`src/rtl/assert_macros.svh`:
```
// Assertion macros used by the controller of the hue class learner.
`ifndef ASSERT_MACROS_SVH
`define ASSERT_MACROS_SVH

// Checks that a condition holds at every clock edge outside reset.
`define HNC_ASSERT_ALWAYS(lbl, clk, rst, cond, msg) \
   lbl: assert property (@(posedge clk) disable iff (rst) (cond)) else $error(msg);

// Checks that a condition in one cycle is followed by another in the next cycle.
`define HNC_ASSERT_NEXT(lbl, clk, rst, ante, cons, msg) \
   lbl: assert property (@(posedge clk) disable iff (rst) (ante) |=> (cons)) else $error(msg);

`endif

```
`src/rtl/hnc_pkg.sv`:
```
// Package of the hue class learner: sizes, operation codes, state and control types.
package hnc_pkg;

   localparam int SLOTS      = 8;
   localparam int GROUP_SIZE = 10;
   localparam int MID        = GROUP_SIZE / 2;

   localparam int SLOT_IDX_W = (SLOTS > 1) ? $clog2(SLOTS) : 1;
   localparam int CNT_W      = $clog2(GROUP_SIZE);
   localparam int RANK_W     = $clog2(GROUP_SIZE + 1);

   localparam logic [8:0] HUE_CIRCLE      = 9'd360;
   localparam logic [8:0] HUE_HALF        = 9'd180;
   localparam logic [7:0] THRESHOLD_RESET = 8'd20;

   localparam logic [1:0] FUNC_IDENTIFY = 2'd0;
   localparam logic [1:0] FUNC_LEARN    = 2'd1;
   localparam logic [1:0] FUNC_CLEAR    = 2'd2;

   typedef enum logic [2:0] {
      ST_IDLE,
      ST_DISPATCH,
      ST_SCAN,
      ST_SORT_GROUP,
      ST_SORT_MED,
      ST_REPLY
   } state_type;

   typedef struct packed {
      logic accept;
      logic scan_step;
      logic store_sample;
      logic sort_step;
      logic sel_medians;
      logic store_group;
      logic commit_slot;
      logic clear;
      logic load_rsp;
   } cmd_type;

   typedef struct packed {
      logic [1:0] func;
      logic       slot_ok;
      logic       sample_last;
      logic       group_last;
      logic       scan_last;
      logic       sort_last;
      logic       rsp_busy;
   } status_type;

   // Distance between two hues on the circle, never more than half a turn.
   function automatic logic [7:0] circ_dist(input logic [8:0] a, input logic [8:0] b);
      logic [8:0] d;
      d = (a > b) ? (a - b) : (b - a);
      return (d < HUE_HALF) ? d[7:0] : 8'(HUE_CIRCLE - d);
   endfunction

endpackage

```
`src/rtl/hnc_if.sv`:
```
// Request and response channel interfaces of the hue class learner.
interface hnc_req_if;
   logic       valid;
   logic       ready;
   logic [1:0] func;
   logic [8:0] hue;
   logic [2:0] color_slot;

   modport source (output valid, output func, output hue, output color_slot, input ready);
   modport sink (input valid, input func, input hue, input color_slot, output ready);
endinterface

interface hnc_rsp_if;
   logic       valid;
   logic       ready;
   logic [3:0] color_class;
   logic [7:0] hue_distance;
   logic       learn_done;

   modport source (output valid, output color_class, output hue_distance,
                   output learn_done, input ready);
   modport sink (input valid, input color_class, input hue_distance,
                 input learn_done, output ready);
endinterface

```
`src/rtl/hnc_dp.sv`:
```
// Datapath of the hue class learner: hue table, sample buffers, rank selector, result word.
module hnc_dp (
   input  logic                 clock,
   input  logic                 reset,
   input  hnc_pkg::cmd_type     cmd,
   output hnc_pkg::status_type  status,
   input  logic [1:0]           in_func,
   input  logic [8:0]           in_hue,
   input  logic [2:0]           in_slot,
   input  logic                 csr_wr_en,
   input  logic [7:0]           csr_wr_data,
   input  logic                 rsp_ready,
   output logic                 rsp_valid,
   output logic [3:0]           color_class,
   output logic [7:0]           hue_distance,
   output logic                 learn_done
);

   logic [1:0] func_ff;
   logic [8:0] hue_ff;
   logic [2:0] slot_ff;
   logic [7:0] threshold_ff;

   logic [8:0]                     learned_hue_ff [hnc_pkg::SLOTS];
   logic [hnc_pkg::SLOTS-1:0]      slot_valid_ff;
   logic [8:0]                     samples_ff [hnc_pkg::GROUP_SIZE];
   logic [8:0]                     medians_ff [hnc_pkg::GROUP_SIZE];
   logic [hnc_pkg::CNT_W-1:0]      sample_cnt_ff;
   logic [hnc_pkg::CNT_W-1:0]      group_cnt_ff;

   logic [hnc_pkg::SLOT_IDX_W-1:0] scan_idx_ff;
   logic                           found_ff;
   logic [hnc_pkg::SLOT_IDX_W-1:0] best_idx_ff;
   logic [7:0]                     best_dist_ff;

   logic [hnc_pkg::CNT_W-1:0]      sort_idx_ff;
   logic [8:0]                     median_ff;
   logic                           done_ff;

   logic       rsp_valid_ff;
   logic [3:0] class_ff;
   logic [7:0] dist_ff;
   logic       learn_done_ff;

   logic [8:0]                     in_hue_wrapped;
   logic [hnc_pkg::SLOT_IDX_W-1:0] slot_idx;
   logic [8:0]                     scan_hue;
   logic [7:0]                     scan_dist;
   logic                           scan_better;
   logic [8:0]                     sort_vals [hnc_pkg::GROUP_SIZE];
   logic [8:0]                     cand;
   logic [hnc_pkg::RANK_W-1:0]     lt_cnt;
   logic [hnc_pkg::RANK_W-1:0]     eq_cnt;
   logic                           hit;
   logic [8:0]                     median_now;
   logic                           ident_found;

   assign in_hue_wrapped = (in_hue >= hnc_pkg::HUE_CIRCLE) ? (in_hue - hnc_pkg::HUE_CIRCLE)
                                                            : in_hue;
   assign slot_idx = hnc_pkg::SLOT_IDX_W'(slot_ff);

   assign scan_hue    = learned_hue_ff[scan_idx_ff];
   assign scan_dist   = hnc_pkg::circ_dist(scan_hue, hue_ff);
   assign scan_better = slot_valid_ff[scan_idx_ff] && (!found_ff || (scan_dist < best_dist_ff));

   // The candidate holds the middle rank when fewer than MID+1 values lie below it
   // and the values below plus its equals reach past MID.
   always_comb begin
      lt_cnt = '0;
      eq_cnt = '0;
      for (int k = 0; k < hnc_pkg::GROUP_SIZE; k++) begin
         sort_vals[k] = cmd.sel_medians ? medians_ff[k] : samples_ff[k];
      end
      cand = sort_vals[sort_idx_ff];
      for (int k = 0; k < hnc_pkg::GROUP_SIZE; k++) begin
         lt_cnt = lt_cnt + hnc_pkg::RANK_W'(sort_vals[k] < cand);
         eq_cnt = eq_cnt + hnc_pkg::RANK_W'(sort_vals[k] == cand);
      end
   end

   assign hit = (lt_cnt <= hnc_pkg::RANK_W'(hnc_pkg::MID)) &&
                ((lt_cnt + eq_cnt) > hnc_pkg::RANK_W'(hnc_pkg::MID));
   assign median_now = hit ? cand : median_ff;

   assign ident_found = (func_ff == hnc_pkg::FUNC_IDENTIFY) && found_ff;

   always_ff @(posedge clock) begin
      if (reset) begin
         threshold_ff <= hnc_pkg::THRESHOLD_RESET;
      end else if (csr_wr_en) begin
         threshold_ff <= csr_wr_data;
      end
   end

   always_ff @(posedge clock) begin
      if (cmd.accept) begin
         func_ff <= in_func;
         hue_ff  <= in_hue_wrapped;
         slot_ff <= in_slot;
      end
      if (cmd.scan_step && scan_better) begin
         best_idx_ff  <= scan_idx_ff;
         best_dist_ff <= scan_dist;
      end
      if (cmd.store_sample) begin
         samples_ff[sample_cnt_ff] <= hue_ff;
      end
      if (cmd.sort_step && hit) begin
         median_ff <= cand;
      end
      if (cmd.store_group) begin
         medians_ff[group_cnt_ff] <= median_now;
      end
      if (cmd.commit_slot) begin
         learned_hue_ff[slot_idx] <= median_now;
      end
      if (cmd.load_rsp) begin
         class_ff <= (ident_found && (best_dist_ff <= threshold_ff))
                     ? (4'(best_idx_ff) + 4'd1) : 4'd0;
         dist_ff       <= ident_found ? best_dist_ff : 8'd0;
         learn_done_ff <= done_ff;
      end
   end

   always_ff @(posedge clock) begin
      if (reset) begin
         slot_valid_ff <= '0;
         sample_cnt_ff <= '0;
         group_cnt_ff  <= '0;
         scan_idx_ff   <= '0;
         found_ff      <= 1'b0;
         sort_idx_ff   <= '0;
         done_ff       <= 1'b0;
         rsp_valid_ff  <= 1'b0;
      end else begin
         if (cmd.accept) begin
            scan_idx_ff <= '0;
            found_ff    <= 1'b0;
            sort_idx_ff <= '0;
            done_ff     <= 1'b0;
         end
         if (cmd.scan_step) begin
            scan_idx_ff <= hnc_pkg::SLOT_IDX_W'(scan_idx_ff + 1'b1);
            if (scan_better) begin
               found_ff <= 1'b1;
            end
         end
         if (cmd.store_sample) begin
            sample_cnt_ff <= status.sample_last ? '0 : (sample_cnt_ff + 1'b1);
         end
         if (cmd.sort_step) begin
            sort_idx_ff <= status.sort_last ? '0 : (sort_idx_ff + 1'b1);
         end
         if (cmd.store_group) begin
            group_cnt_ff <= status.group_last ? '0 : (group_cnt_ff + 1'b1);
         end
         if (cmd.commit_slot) begin
            slot_valid_ff[slot_idx] <= 1'b1;
            done_ff                 <= 1'b1;
         end
         if (cmd.clear) begin
            slot_valid_ff <= '0;
            sample_cnt_ff <= '0;
            group_cnt_ff  <= '0;
         end
         if (cmd.load_rsp) begin
            rsp_valid_ff <= 1'b1;
         end else if (rsp_ready) begin
            rsp_valid_ff <= 1'b0;
         end
      end
   end

   assign status.func        = func_ff;
   assign status.slot_ok     = (32'(slot_ff) < hnc_pkg::SLOTS);
   assign status.sample_last = (sample_cnt_ff == hnc_pkg::CNT_W'(hnc_pkg::GROUP_SIZE - 1));
   assign status.group_last  = (group_cnt_ff == hnc_pkg::CNT_W'(hnc_pkg::GROUP_SIZE - 1));
   assign status.scan_last   = (scan_idx_ff == hnc_pkg::SLOT_IDX_W'(hnc_pkg::SLOTS - 1));
   assign status.sort_last   = (sort_idx_ff == hnc_pkg::CNT_W'(hnc_pkg::GROUP_SIZE - 1));
   assign status.rsp_busy    = rsp_valid_ff && !rsp_ready;

   assign rsp_valid    = rsp_valid_ff;
   assign color_class  = class_ff;
   assign hue_distance = dist_ff;
   assign learn_done   = learn_done_ff;

endmodule

```
`src/rtl/hnc_ctrl.sv`:
```
// Controller of the hue class learner: sequences table scan, median passes and reply.
`include "assert_macros.svh"

module hnc_ctrl (
   input  logic                 clock,
   input  logic                 reset,
   input  logic                 req_valid,
   output logic                 req_ready,
   input  hnc_pkg::status_type  status,
   output hnc_pkg::cmd_type     cmd
);

   hnc_pkg::state_type state_ff;
   hnc_pkg::state_type state_in;

   always_ff @(posedge clock) begin
      if (reset) begin
         state_ff <= hnc_pkg::ST_IDLE;
      end else begin
         state_ff <= state_in;
      end
   end

   always_comb begin
      state_in = state_ff;
      case (state_ff)
         hnc_pkg::ST_IDLE: begin
            if (req_valid) state_in = hnc_pkg::ST_DISPATCH;
         end
         hnc_pkg::ST_DISPATCH: begin
            case (status.func)
               hnc_pkg::FUNC_IDENTIFY: state_in = hnc_pkg::ST_SCAN;
               hnc_pkg::FUNC_LEARN: begin
                  state_in = (status.slot_ok && status.sample_last) ? hnc_pkg::ST_SORT_GROUP
                                                                    : hnc_pkg::ST_REPLY;
               end
               default: state_in = hnc_pkg::ST_REPLY;
            endcase
         end
         hnc_pkg::ST_SCAN: begin
            if (status.scan_last) state_in = hnc_pkg::ST_REPLY;
         end
         hnc_pkg::ST_SORT_GROUP: begin
            if (status.sort_last) begin
               state_in = status.group_last ? hnc_pkg::ST_SORT_MED : hnc_pkg::ST_REPLY;
            end
         end
         hnc_pkg::ST_SORT_MED: begin
            if (status.sort_last) state_in = hnc_pkg::ST_REPLY;
         end
         hnc_pkg::ST_REPLY: begin
            if (!status.rsp_busy) state_in = hnc_pkg::ST_IDLE;
         end
         default: state_in = hnc_pkg::ST_IDLE;
      endcase
   end

   always_comb begin
      cmd       = '0;
      req_ready = 1'b0;
      case (state_ff)
         hnc_pkg::ST_IDLE: begin
            req_ready  = 1'b1;
            cmd.accept = req_valid;
         end
         hnc_pkg::ST_DISPATCH: begin
            cmd.store_sample = (status.func == hnc_pkg::FUNC_LEARN) && status.slot_ok;
            cmd.clear        = (status.func == hnc_pkg::FUNC_CLEAR);
         end
         hnc_pkg::ST_SCAN: begin
            cmd.scan_step = 1'b1;
         end
         hnc_pkg::ST_SORT_GROUP: begin
            cmd.sort_step   = 1'b1;
            cmd.store_group = status.sort_last;
         end
         hnc_pkg::ST_SORT_MED: begin
            cmd.sort_step   = 1'b1;
            cmd.sel_medians = 1'b1;
            cmd.commit_slot = status.sort_last;
         end
         hnc_pkg::ST_REPLY: begin
            cmd.load_rsp = !status.rsp_busy;
         end
         default: begin
            cmd = '0;
         end
      endcase
   end

   `HNC_ASSERT_NEXT(a_accept_dispatch, clock, reset, cmd.accept, state_ff == hnc_pkg::ST_DISPATCH, "accepted word not dispatched")
   `HNC_ASSERT_ALWAYS(a_load_free, clock, reset, !cmd.load_rsp || !status.rsp_busy, "result word overwritten")
   `HNC_ASSERT_ALWAYS(a_commit_slot_ok, clock, reset, !cmd.commit_slot || status.slot_ok, "commit to a slot outside the table")
   `HNC_ASSERT_NEXT(a_group_med, clock, reset, cmd.store_group && status.group_last, state_ff == hnc_pkg::ST_SORT_MED, "last group not followed by median pass")

endmodule

```
`src/rtl/hue_nearest_class_learner.sv`:
```
// Identify: dispatch, a scan of every slot, reply; next word is taken only back in idle.
// Learn: each sample is stored in dispatch; a group end adds a rank selection over the group,
// and the session end one over the medians (one candidate per cycle through the selector).
// Clear, unused codes: dispatch, then reply. A waiting result word holds the next reply back.
// Synchronous reset empties the table, restarts learning and sets the threshold to 20.
module hue_nearest_class_learner (
   input  logic        clock,
   input  logic        reset,
   hnc_req_if.sink     req_chan,
   hnc_rsp_if.source   rsp_chan,
   input  logic        csr_wr_en,
   input  logic [7:0]  csr_wr_data
);

   hnc_pkg::cmd_type    cmd;
   hnc_pkg::status_type status;

   hnc_ctrl u_ctrl (
      .clock     (clock),
      .reset     (reset),
      .req_valid (req_chan.valid),
      .req_ready (req_chan.ready),
      .status    (status),
      .cmd       (cmd)
   );

   hnc_dp u_dp (
      .clock        (clock),
      .reset        (reset),
      .cmd          (cmd),
      .status       (status),
      .in_func      (req_chan.func),
      .in_hue       (req_chan.hue),
      .in_slot      (req_chan.color_slot),
      .csr_wr_en    (csr_wr_en),
      .csr_wr_data  (csr_wr_data),
      .rsp_ready    (rsp_chan.ready),
      .rsp_valid    (rsp_chan.valid),
      .color_class  (rsp_chan.color_class),
      .hue_distance (rsp_chan.hue_distance),
      .learn_done   (rsp_chan.learn_done)
   );

endmodule
```
`src/flat_wrapper.sv`:
```
// flat-port wrapper written by rule: the top's interface ports become plain ports
module hue_nearest_class_learner_flat 
  (clock, reset, csr_wr_en, csr_wr_data, req_chan_valid, req_chan_func, req_chan_hue, req_chan_color_slot, req_chan_ready, rsp_chan_valid, rsp_chan_color_class, rsp_chan_hue_distance, rsp_chan_learn_done, rsp_chan_ready);
  hnc_req_if req_chan_i ();
  hnc_rsp_if rsp_chan_i ();
  input  logic clock;
  input  logic reset;
  input  logic csr_wr_en;
  input  logic [7:0] csr_wr_data;
  input wire logic [$bits(req_chan_i.valid)-1:0] req_chan_valid;
  input wire logic [$bits(req_chan_i.func)-1:0] req_chan_func;
  input wire logic [$bits(req_chan_i.hue)-1:0] req_chan_hue;
  input wire logic [$bits(req_chan_i.color_slot)-1:0] req_chan_color_slot;
  output wire logic [$bits(req_chan_i.ready)-1:0] req_chan_ready;
  output wire logic [$bits(rsp_chan_i.valid)-1:0] rsp_chan_valid;
  output wire logic [$bits(rsp_chan_i.color_class)-1:0] rsp_chan_color_class;
  output wire logic [$bits(rsp_chan_i.hue_distance)-1:0] rsp_chan_hue_distance;
  output wire logic [$bits(rsp_chan_i.learn_done)-1:0] rsp_chan_learn_done;
  input wire logic [$bits(rsp_chan_i.ready)-1:0] rsp_chan_ready;
  assign req_chan_i.valid = req_chan_valid;
  assign req_chan_i.func = req_chan_func;
  assign req_chan_i.hue = req_chan_hue;
  assign req_chan_i.color_slot = req_chan_color_slot;
  assign req_chan_ready = req_chan_i.ready;
  assign rsp_chan_valid = rsp_chan_i.valid;
  assign rsp_chan_color_class = rsp_chan_i.color_class;
  assign rsp_chan_hue_distance = rsp_chan_i.hue_distance;
  assign rsp_chan_learn_done = rsp_chan_i.learn_done;
  assign rsp_chan_i.ready = rsp_chan_ready;
  hue_nearest_class_learner u_core (.clock(clock), .reset(reset), .req_chan(req_chan_i), .rsp_chan(rsp_chan_i), .csr_wr_en(csr_wr_en), .csr_wr_data(csr_wr_data));
endmodule
```
`config.mk`:
```
export PLATFORM = sky130hd
export DESIGN_NAME = hue_nearest_class_learner_flat
export DESIGN_NICKNAME = d
export VERILOG_FILES = /design/src/rtl/hnc_pkg.sv /design/src/rtl/hnc_if.sv /design/src/rtl/hnc_dp.sv /design/src/rtl/hnc_ctrl.sv /design/src/rtl/hue_nearest_class_learner.sv /design/src/flat_wrapper.sv
export VERILOG_INCLUDE_DIRS = /design/src /design/src/rtl
export SDC_FILE = /design/constraint.sdc
export NUM_CORES = 1
export LEC_CHECK = 0
export ABC_AREA = 1
export BUFFER_PORTS_ARGS = -buffer_cell sky130_fd_sc_hd__buf_2
export CORE_MARGIN = 5
export CORE_UTILIZATION = 55
export DETAILED_ROUTE_END_ITERATION = 7
export PLACE_DENSITY = 0.79
export SYNTH_ARGS = -nofsm -noshare
export SYNTH_HDL_FRONTEND = slang
export SYNTH_SLANG_ARGS = --single-unit
```
`constraint.sdc`:
```
create_clock -name clock -period 20.1 [get_ports clock]
set_input_delay 1.005 -clock clock [delete_from_list [all_inputs] [get_ports clock]]
set_output_delay 1.005 -clock clock [all_outputs]
set_load 0.05 [all_outputs]
```
; Word level (Yosys, flattened, before mapping)
; Memories as Yosys holds them, arrays and structs flattened. A register that Yosys moved wholly into a read port is not among the register bits.
; Cells that the tools add are included.
[totals]
ff_bits = 84
ramBits = 252
output_inout_bits = 15
word_cells = 182
n_memories = 3
[mem_list]
columns = memory, depth, word_bits, rd, rd_ports_with_merged_regs, wr, line
row1 = u_core.u_dp.medians_ff, 10, 9, 10, 0, 1, hnc_dp.sv:27  ; logic [8:0] medians_ff [hnc_pkg::GROUP_SIZE];
row2 = u_core.u_dp.samples_ff, 10, 9, 10, 0, 1, hnc_dp.sv:26  ; logic [8:0] samples_ff [hnc_pkg::GROUP_SIZE];
row3 = u_core.u_dp.learned_hue_ff, 8, 9, 1, 1, 1, hnc_dp.sv:24  ; logic [8:0] learned_hue_ff [hnc_pkg::SLOTS];
[classes]
add_sub_neg = 28
order_cmp = 21
n_eq_ne = 26
mux = 62
n_bitwise = 2
n_reduce_logical = 21
[ops]
columns = operator, count
row1 = $mux W9, 15
row2 = $eq A9 B9 Y1, 10
row3 = $lt A9 B9 Y1, 10
row4 = $add A4 B1 Y4, 12
row5 = $bmux W9 S4, 1
row6 = $mux W3, 10
row7 = $mux W1, 26
row8 = $mux W4, 5
row9 = $pmux W3 S6, 1
row10 = $sub A9 B9 Y9, 2
row11 = $add A4 B1 Y4 const B, 3
row12 = $eq A4 B4 Y1 const B, 3
row13 = $eq A3 B3 Y1 const B, 3
row14 = $ge A9 B9 Y1 const B, 1
row15 = $gt A9 B9 Y1, 1
row16 = $lt A9 B8 Y1 const B, 1
row17 = $sub A9 B9 Y9 const B, 1
row18 = $add A3 B1 Y4, 2
row19 = $le A8 B8 Y1, 1
row20 = $logic_and A1 B1 Y1, 8
row21 = $lt A3 B4 Y1 const B, 2
row22 = $lt A8 B8 Y1, 1
row23 = $mux W8, 1
row24 = $ne A2 B2 Y1 const B, 4
row25 = other kinds (27), 36

; Logic depth before layout (Yosys ltp)
[logic_depth]
ltp_word = 20
mapped_depth = 41
depth_no_buf = 40

; Modules after synthesis
; A second synthesis with hierarchy kept.
[hier_totals]
hier_cells = 1829
hier_area_um2 = 17774.5
[modules_own_cells]
columns = module, instances, cells_per_inst, area_each_um2
row1 = hnc_dp, 1, 1763, 17430.5
row2 = hnc_ctrl, 1, 66, 344.1

; Worst setup path before layout
; Ideal clock, no wire load.
[synth_timing]
path_type = reg-to-reg
from = register u_core.u_ctrl.state_ff[1]
to = memory u_core.u_dp.learned_hue_ff[0][2] (data pin)
setup_ns = 0.346
arrival_ns = 7.491
setup_slack_ns = 12.263
stages_incl_launch_ff = 37
path_buffers = 2
synth_period_minus_slack_ns = 7.837
path_cell_list = dfxtp_1 -> nor2_1 -> nand2_2 -> inv_2 -> buf_4 -> buf_4 -> o21ai_0 -> nand2_1 -> o211ai_1 -> nand4_1 -> nand3_1 -> nand2_1 -> inv_1 -> ha_1 -> nand2_1 -> nor2_1 -> a211oi_1 -> o21ai_0 -> nand3_1 -> a21oi_1 -> a211oi_1 -> fa_1 -> inv_1 -> fa_1 -> fa_1 -> inv_1 -> ha_1 -> fa_1 -> ha_1 -> inv_1 -> fa_1 -> inv_1 -> fa_1 -> nand2_1 -> o21ai_0 -> nand3_1 -> o21ai_0
[synth_between]
elab_chain_len = 20
elab_cells_between_ends = 58
[synth_lines]
columns = element, line
row1 = start: declaration, hnc_ctrl.sv:13  ; hnc_pkg::state_type state_ff;
row2 = start signal: assignment, hnc_ctrl.sv:18  ; state_ff <= hnc_pkg::ST_IDLE;
row3 = start signal: assignment, hnc_ctrl.sv:20  ; state_ff <= state_in;
row4 = $eq A3 B3 Y1 (*), hnc_ctrl.sv:61  ; case (state_ff)
row5 = $mux W1 (*), hnc_ctrl.sv:61
row6 = $mux W9, hnc_dp.sv:72  ; sort_vals[k] = cmd.sel_medians ? medians_ff[k] : samples_ff[k];
row7 = $bmux W9 S4 (*), hnc_dp.sv:74  ; cand = sort_vals[sort_idx_ff];
row8 = $mux W9 (not written as such) (*) (2 in a row), hnc_dp.sv:74
row9 = via u_core.u_dp.cand[1], hnc_dp.sv:51  ; logic [8:0] cand;
row10 = $lt A9 B9 Y1 / $eq A9 B9 Y1 (equally long branches), "hnc_dp.sv:76, hnc_dp.sv:77"
row11 = "$add A1 B1 Y2, on equally long branches", "hnc_dp.sv:76, hnc_dp.sv:77"
row12 = "$add A2 B1 Y3, on equally long branches", "hnc_dp.sv:76, hnc_dp.sv:77"
row13 = "$add A3 B1 Y4, on equally long branches", "hnc_dp.sv:76, hnc_dp.sv:77"
row14 = "$add A4 B1 Y4, on equally long branches (6 in a row)", "hnc_dp.sv:76, hnc_dp.sv:77"
row15 = $add A4 B4 Y4, hnc_dp.sv:82  ; ((lt_cnt + eq_cnt) > hnc_pkg::RANK_W'(hnc_pkg::MID));
row16 = $gt A4 B3 Y1, hnc_dp.sv:82
row17 = $logic_and A1 B1 Y1 (*), hnc_dp.sv:81  ; assign hit = (lt_cnt <= hnc_pkg::RANK_W'(hnc_pkg::MID)) &&
row18 = $mux W9 (*), hnc_dp.sv:83  ; assign median_now = hit ? cand : median_ff;
row19 = via u_core.u_dp.median_now[2], hnc_dp.sv:55  ; logic [8:0] median_now;
row20 = end: declaration, hnc_dp.sv:24
; Mark *: on every way through the listed nets, which the timed path passes. The rest lies on a longest branch. The select of a mux whose other input is x is not followed.

; Worst setup path in the final report
[layout_timing]
from = register u_core.u_ctrl.state_ff[1]
to = memory u_core.u_dp.learned_hue_ff[3][5] (data pin)
[layout_between]
elab_chain_len = 20
elab_cells_between_ends = 58
[layout_lines]
columns = element, line
row1 = $eq A3 B3 Y1 (*), hnc_ctrl.sv:61
row2 = $mux W1 (*), hnc_ctrl.sv:61
row3 = $mux W9, hnc_dp.sv:72
row4 = $bmux W9 S4, hnc_dp.sv:74
row5 = $mux W9 (not written as such) (2 in a row), hnc_dp.sv:74
row6 = $lt A9 B9 Y1 / $eq A9 B9 Y1 (equally long branches), "hnc_dp.sv:76, hnc_dp.sv:77"
row7 = "$add A1 B1 Y2, on equally long branches", "hnc_dp.sv:76, hnc_dp.sv:77"
row8 = "$add A2 B1 Y3, on equally long branches", "hnc_dp.sv:76, hnc_dp.sv:77"
row9 = "$add A3 B1 Y4, on equally long branches", "hnc_dp.sv:76, hnc_dp.sv:77"
row10 = "$add A4 B1 Y4, on equally long branches (6 in a row)", "hnc_dp.sv:76, hnc_dp.sv:77"
row11 = $add A4 B4 Y4, hnc_dp.sv:82
row12 = $gt A4 B3 Y1, hnc_dp.sv:82
row13 = $logic_and A1 B1 Y1, hnc_dp.sv:81
row14 = $mux W9 (*), hnc_dp.sv:83
row15 = via u_core.u_dp.median_now[5], hnc_dp.sv:55
; Marks and branches as above.

==> results.txt <==
first-pass GRT wire length - 73000 um
reg2reg setup slack - 10.27 ns
number of port buffers - 41
Avg Cell Area, Syn - 9.67 um2
syn nets - 2016
worst endpoint required time - 20.44 ns
die width - 190 um
detailed placement HPWL - 33700 um
DR WL/cell - 20.6 um
CTS root buffer - clkbuf_16
clock buffer depth - 3
DRC - 0
routed wire length - 47600 um
Critical Path Max Stage Delay - 0.78 ns
#FFs+latches synth - 339
Synth Cell Area - 0.0178 mm2
outcome - completed
initial DRC count - 1382
number of global-route vias before repair - 13141
fmax - 0.102 GHz
vias - 13467
hold_buf cts - 0
crit path max fanout - 82
worst rel slew slack - 8.73%
Hold Path End - u_core.u_dp.learn_done
Die ar. - 0.0360 mm2
area added between synthesis and finish - 9.69%
Setup crit end kind - flip-flop
Total GRT Usage - 26.0%
H-tree depth - 2
multi-input logic area - 0.00709 mm2
number of antenna violations at the first check in global routing - 0
Buf+Inv Stages, Crit Path - 7
drt first pass iters - 5
R2R cell count - 38
Final ANT Viol Nets - 0
CTS tree - yes
share of cells above drive strength 1 - 7.45%
most frequent cells in the layout - nand2_1, edfxtp_1, inv_1
prevailing post-synth register cell - edfxtp_1
Hold Vio Cnt, Final - 0
hold path startpoint - u_core.u_dp.done_ff
die height - 190 um
max-cap violations - 0
crit share post-route - 48.9%
Reg2Reg Launch Point - u_core.u_ctrl.state_ff[1]
max-slew violations - 0
flip-flop and latch area - 0.00978 mm2
largest net degree at the start of global routing - 95
final setup violation count - 0
CTS resizes - 0
Fillers - 2516
CP max stage cell - o21ai_1
measured slew at the worst slew-check pin - 1.36 ns
Nets - 2059
RSZ-0062 raised after global routing - false
HP Class - flip-flop to flip-flop
Synth Warn # - 0
Starting Density - 56.1%
Synth cell types - 45
EDFF count, synth - 299
Seq/Total Area, Yosys - 55.0%
WS Path Type - flip-flop to flip-flop
# IOs - 42
Tmin final - 9.83 ns
gr ovfl total - 0
Fin Clk Skew - 0.0149 ns
Hold Path Stages - 0
clk slew on worst S/H paths - 0.06 ns
clk sinks - 339
ys async rst share - 0%
Arrival @ worst endpoint - 10.17 ns
row count - 65
placer congestion estimate - 0.974
Post-Syn Instances - 1839
Clock Latency Late Sink - 0.53 ns
Reg-to-Reg End - u_core.u_dp.learned_hue_ff[3][5]
Top cell by count, worst path - nand2_1
postcts setup bufs - 0
CP startpoint kind - flip-flop
CORE AREA - 0.0317 mm2
cts bufs inserted - 36
antenna diode count - 0
commonest non-fill, non-tap cell in the layout - nand2_1
vias per cell - 5.83
CP top delay family - adder cells
TNS Setup - 0 ns
## worst register-to-register path, delay by kind of cell, from the launching register on
family                   cells  cell delay [ns]
AND/OR/NAND/NOR             15             2.26
buffers and inverters        7             1.33
flip-flops                   1             0.36
AO/OA/AOI/OAI                7             1.59
adder cells (fa/ha/maj)      9             4.11
## cells in the mapped netlist, types with 5 or more instances
master    instances  area, um2
nand2_1         532       2000
edfxtp_1        299       8980
inv_1           178        668
nor2_1          164        616
ha_1            135       1690
o21ai_0         104        521
a21oi_1          71        355
nand3_1          70        350
dfxtp_1          40        801
clkbuf_1         28        105
a211oi_1         22        165
o22ai_1          19        119
nand4_1          16        100
nor3_1           16       80.1
fa_1             15        300
o221ai_1         14        123
buf_2            13       65.1
xor2_1           11       96.3
o21ai_1          10       50.1
nor2_2            9       56.3
o211ai_1          9       67.6
or2_2             8       50.1
buf_4             5       37.5
nand2_2           5       31.3
## worst max path at each step
stage                                          from                                to  cells after the start
final                     u_core.u_ctrl.state_ff[1]  u_core.u_dp.learned_hue_ff[3][5]                     38
after global routing      u_core.u_ctrl.state_ff[1]          u_core.u_dp.median_ff[7]                     37
after CTS                 u_core.u_ctrl.state_ff[1]  u_core.u_dp.learned_hue_ff[7][5]                     38
after detailed placement  u_core.u_ctrl.state_ff[1]          u_core.u_dp.median_ff[6]                     37
after global placement    u_core.u_ctrl.state_ff[1]  u_core.u_dp.learned_hue_ff[3][5]                     38
after floorplan           u_core.u_ctrl.state_ff[1]  u_core.u_dp.learned_hue_ff[0][2]                     36
## cells by family (layout without fill, tap and decap cells)
| group | count (synthesis) | count (layout) | synth area share [%] |
|---|---|---|---|
| AND/OR/NAND/NOR | 834 | 834 | 19.1 |
| flip-flops | 339 | 339 | 55.0 |
| AO/OA/AOI/OAI | 263 | 263 | 8.52 |
| buffers and inverters | 234 | 301 | 5.22 |
| adder cells (fa/ha/maj) | 150 | 150 | 11.2 |
| XOR/XNOR | 15 | 15 | 0.738 |
| multiplexers | 4 | 4 | 0.225 |
## layer usage
metal / up-vias / track usage [%] / wire (um)
met2: 641 / 43.7 / 22600
met4: 0 / 8.24 / 1450
li1: 6350 / - / -
met1: 6371 / 35.1 / 19300
met5: - / 0 / 0
met3: 105 / 4.02 / 4220
## registers in the layout (all words and copies together) (netlist names), 2 cells and up, named ones only
name	flops
u_core.u_ctrl.state_ff	3
u_core.u_dp.best_dist_ff	8
u_core.u_dp.best_idx_ff	3
u_core.u_dp.color_class	4
u_core.u_dp.func_ff	2
u_core.u_dp.group_cnt_ff	4
u_core.u_dp.hue_distance	8
u_core.u_dp.hue_ff	9
u_core.u_dp.learned_hue_ff	72
u_core.u_dp.median_ff	9
u_core.u_dp.medians_ff	90
u_core.u_dp.sample_cnt_ff	4
u_core.u_dp.samples_ff	90
u_core.u_dp.scan_idx_ff	3
u_core.u_dp.slot_ff	3
u_core.u_dp.slot_valid_ff	8
u_core.u_dp.sort_idx_ff	4
u_core.u_dp.threshold_ff	8
## per-stage QoR
step                      instances  area, um2  worst slack, ns  hold WS (ns)  utilization, %
final                          2308      19500            10.27         0.425            61.5
after global placement         2246      18400            10.55         0.428            57.9
after CTS                      2308      19500            10.39         0.425            61.5
after detailed placement       2246      18400            10.41         0.416            57.9
after global routing           2308      19500             9.62         0.462            61.5
after floorplan                1839      17800            12.26         0.409               -
## area by class of cell
| type | count | share of cell area, % |
|---|---|---|
| Timing Repair Buffer | 57 | 1.67 |
| Inverter | 182 | 3.50 |
| Clock inverter | 13 | 0.584 |
| Sequential cell | 339 | 50.1 |
| Tap cell | 402 | 2.58 |
| Multi-Input combinational cell | 1266 | 36.3 |
| Clock buffer | 49 | 5.23 |
Power is not shown: default switching activity piles up to over one toggle a cycle in this logic, so the estimate is an artifact.
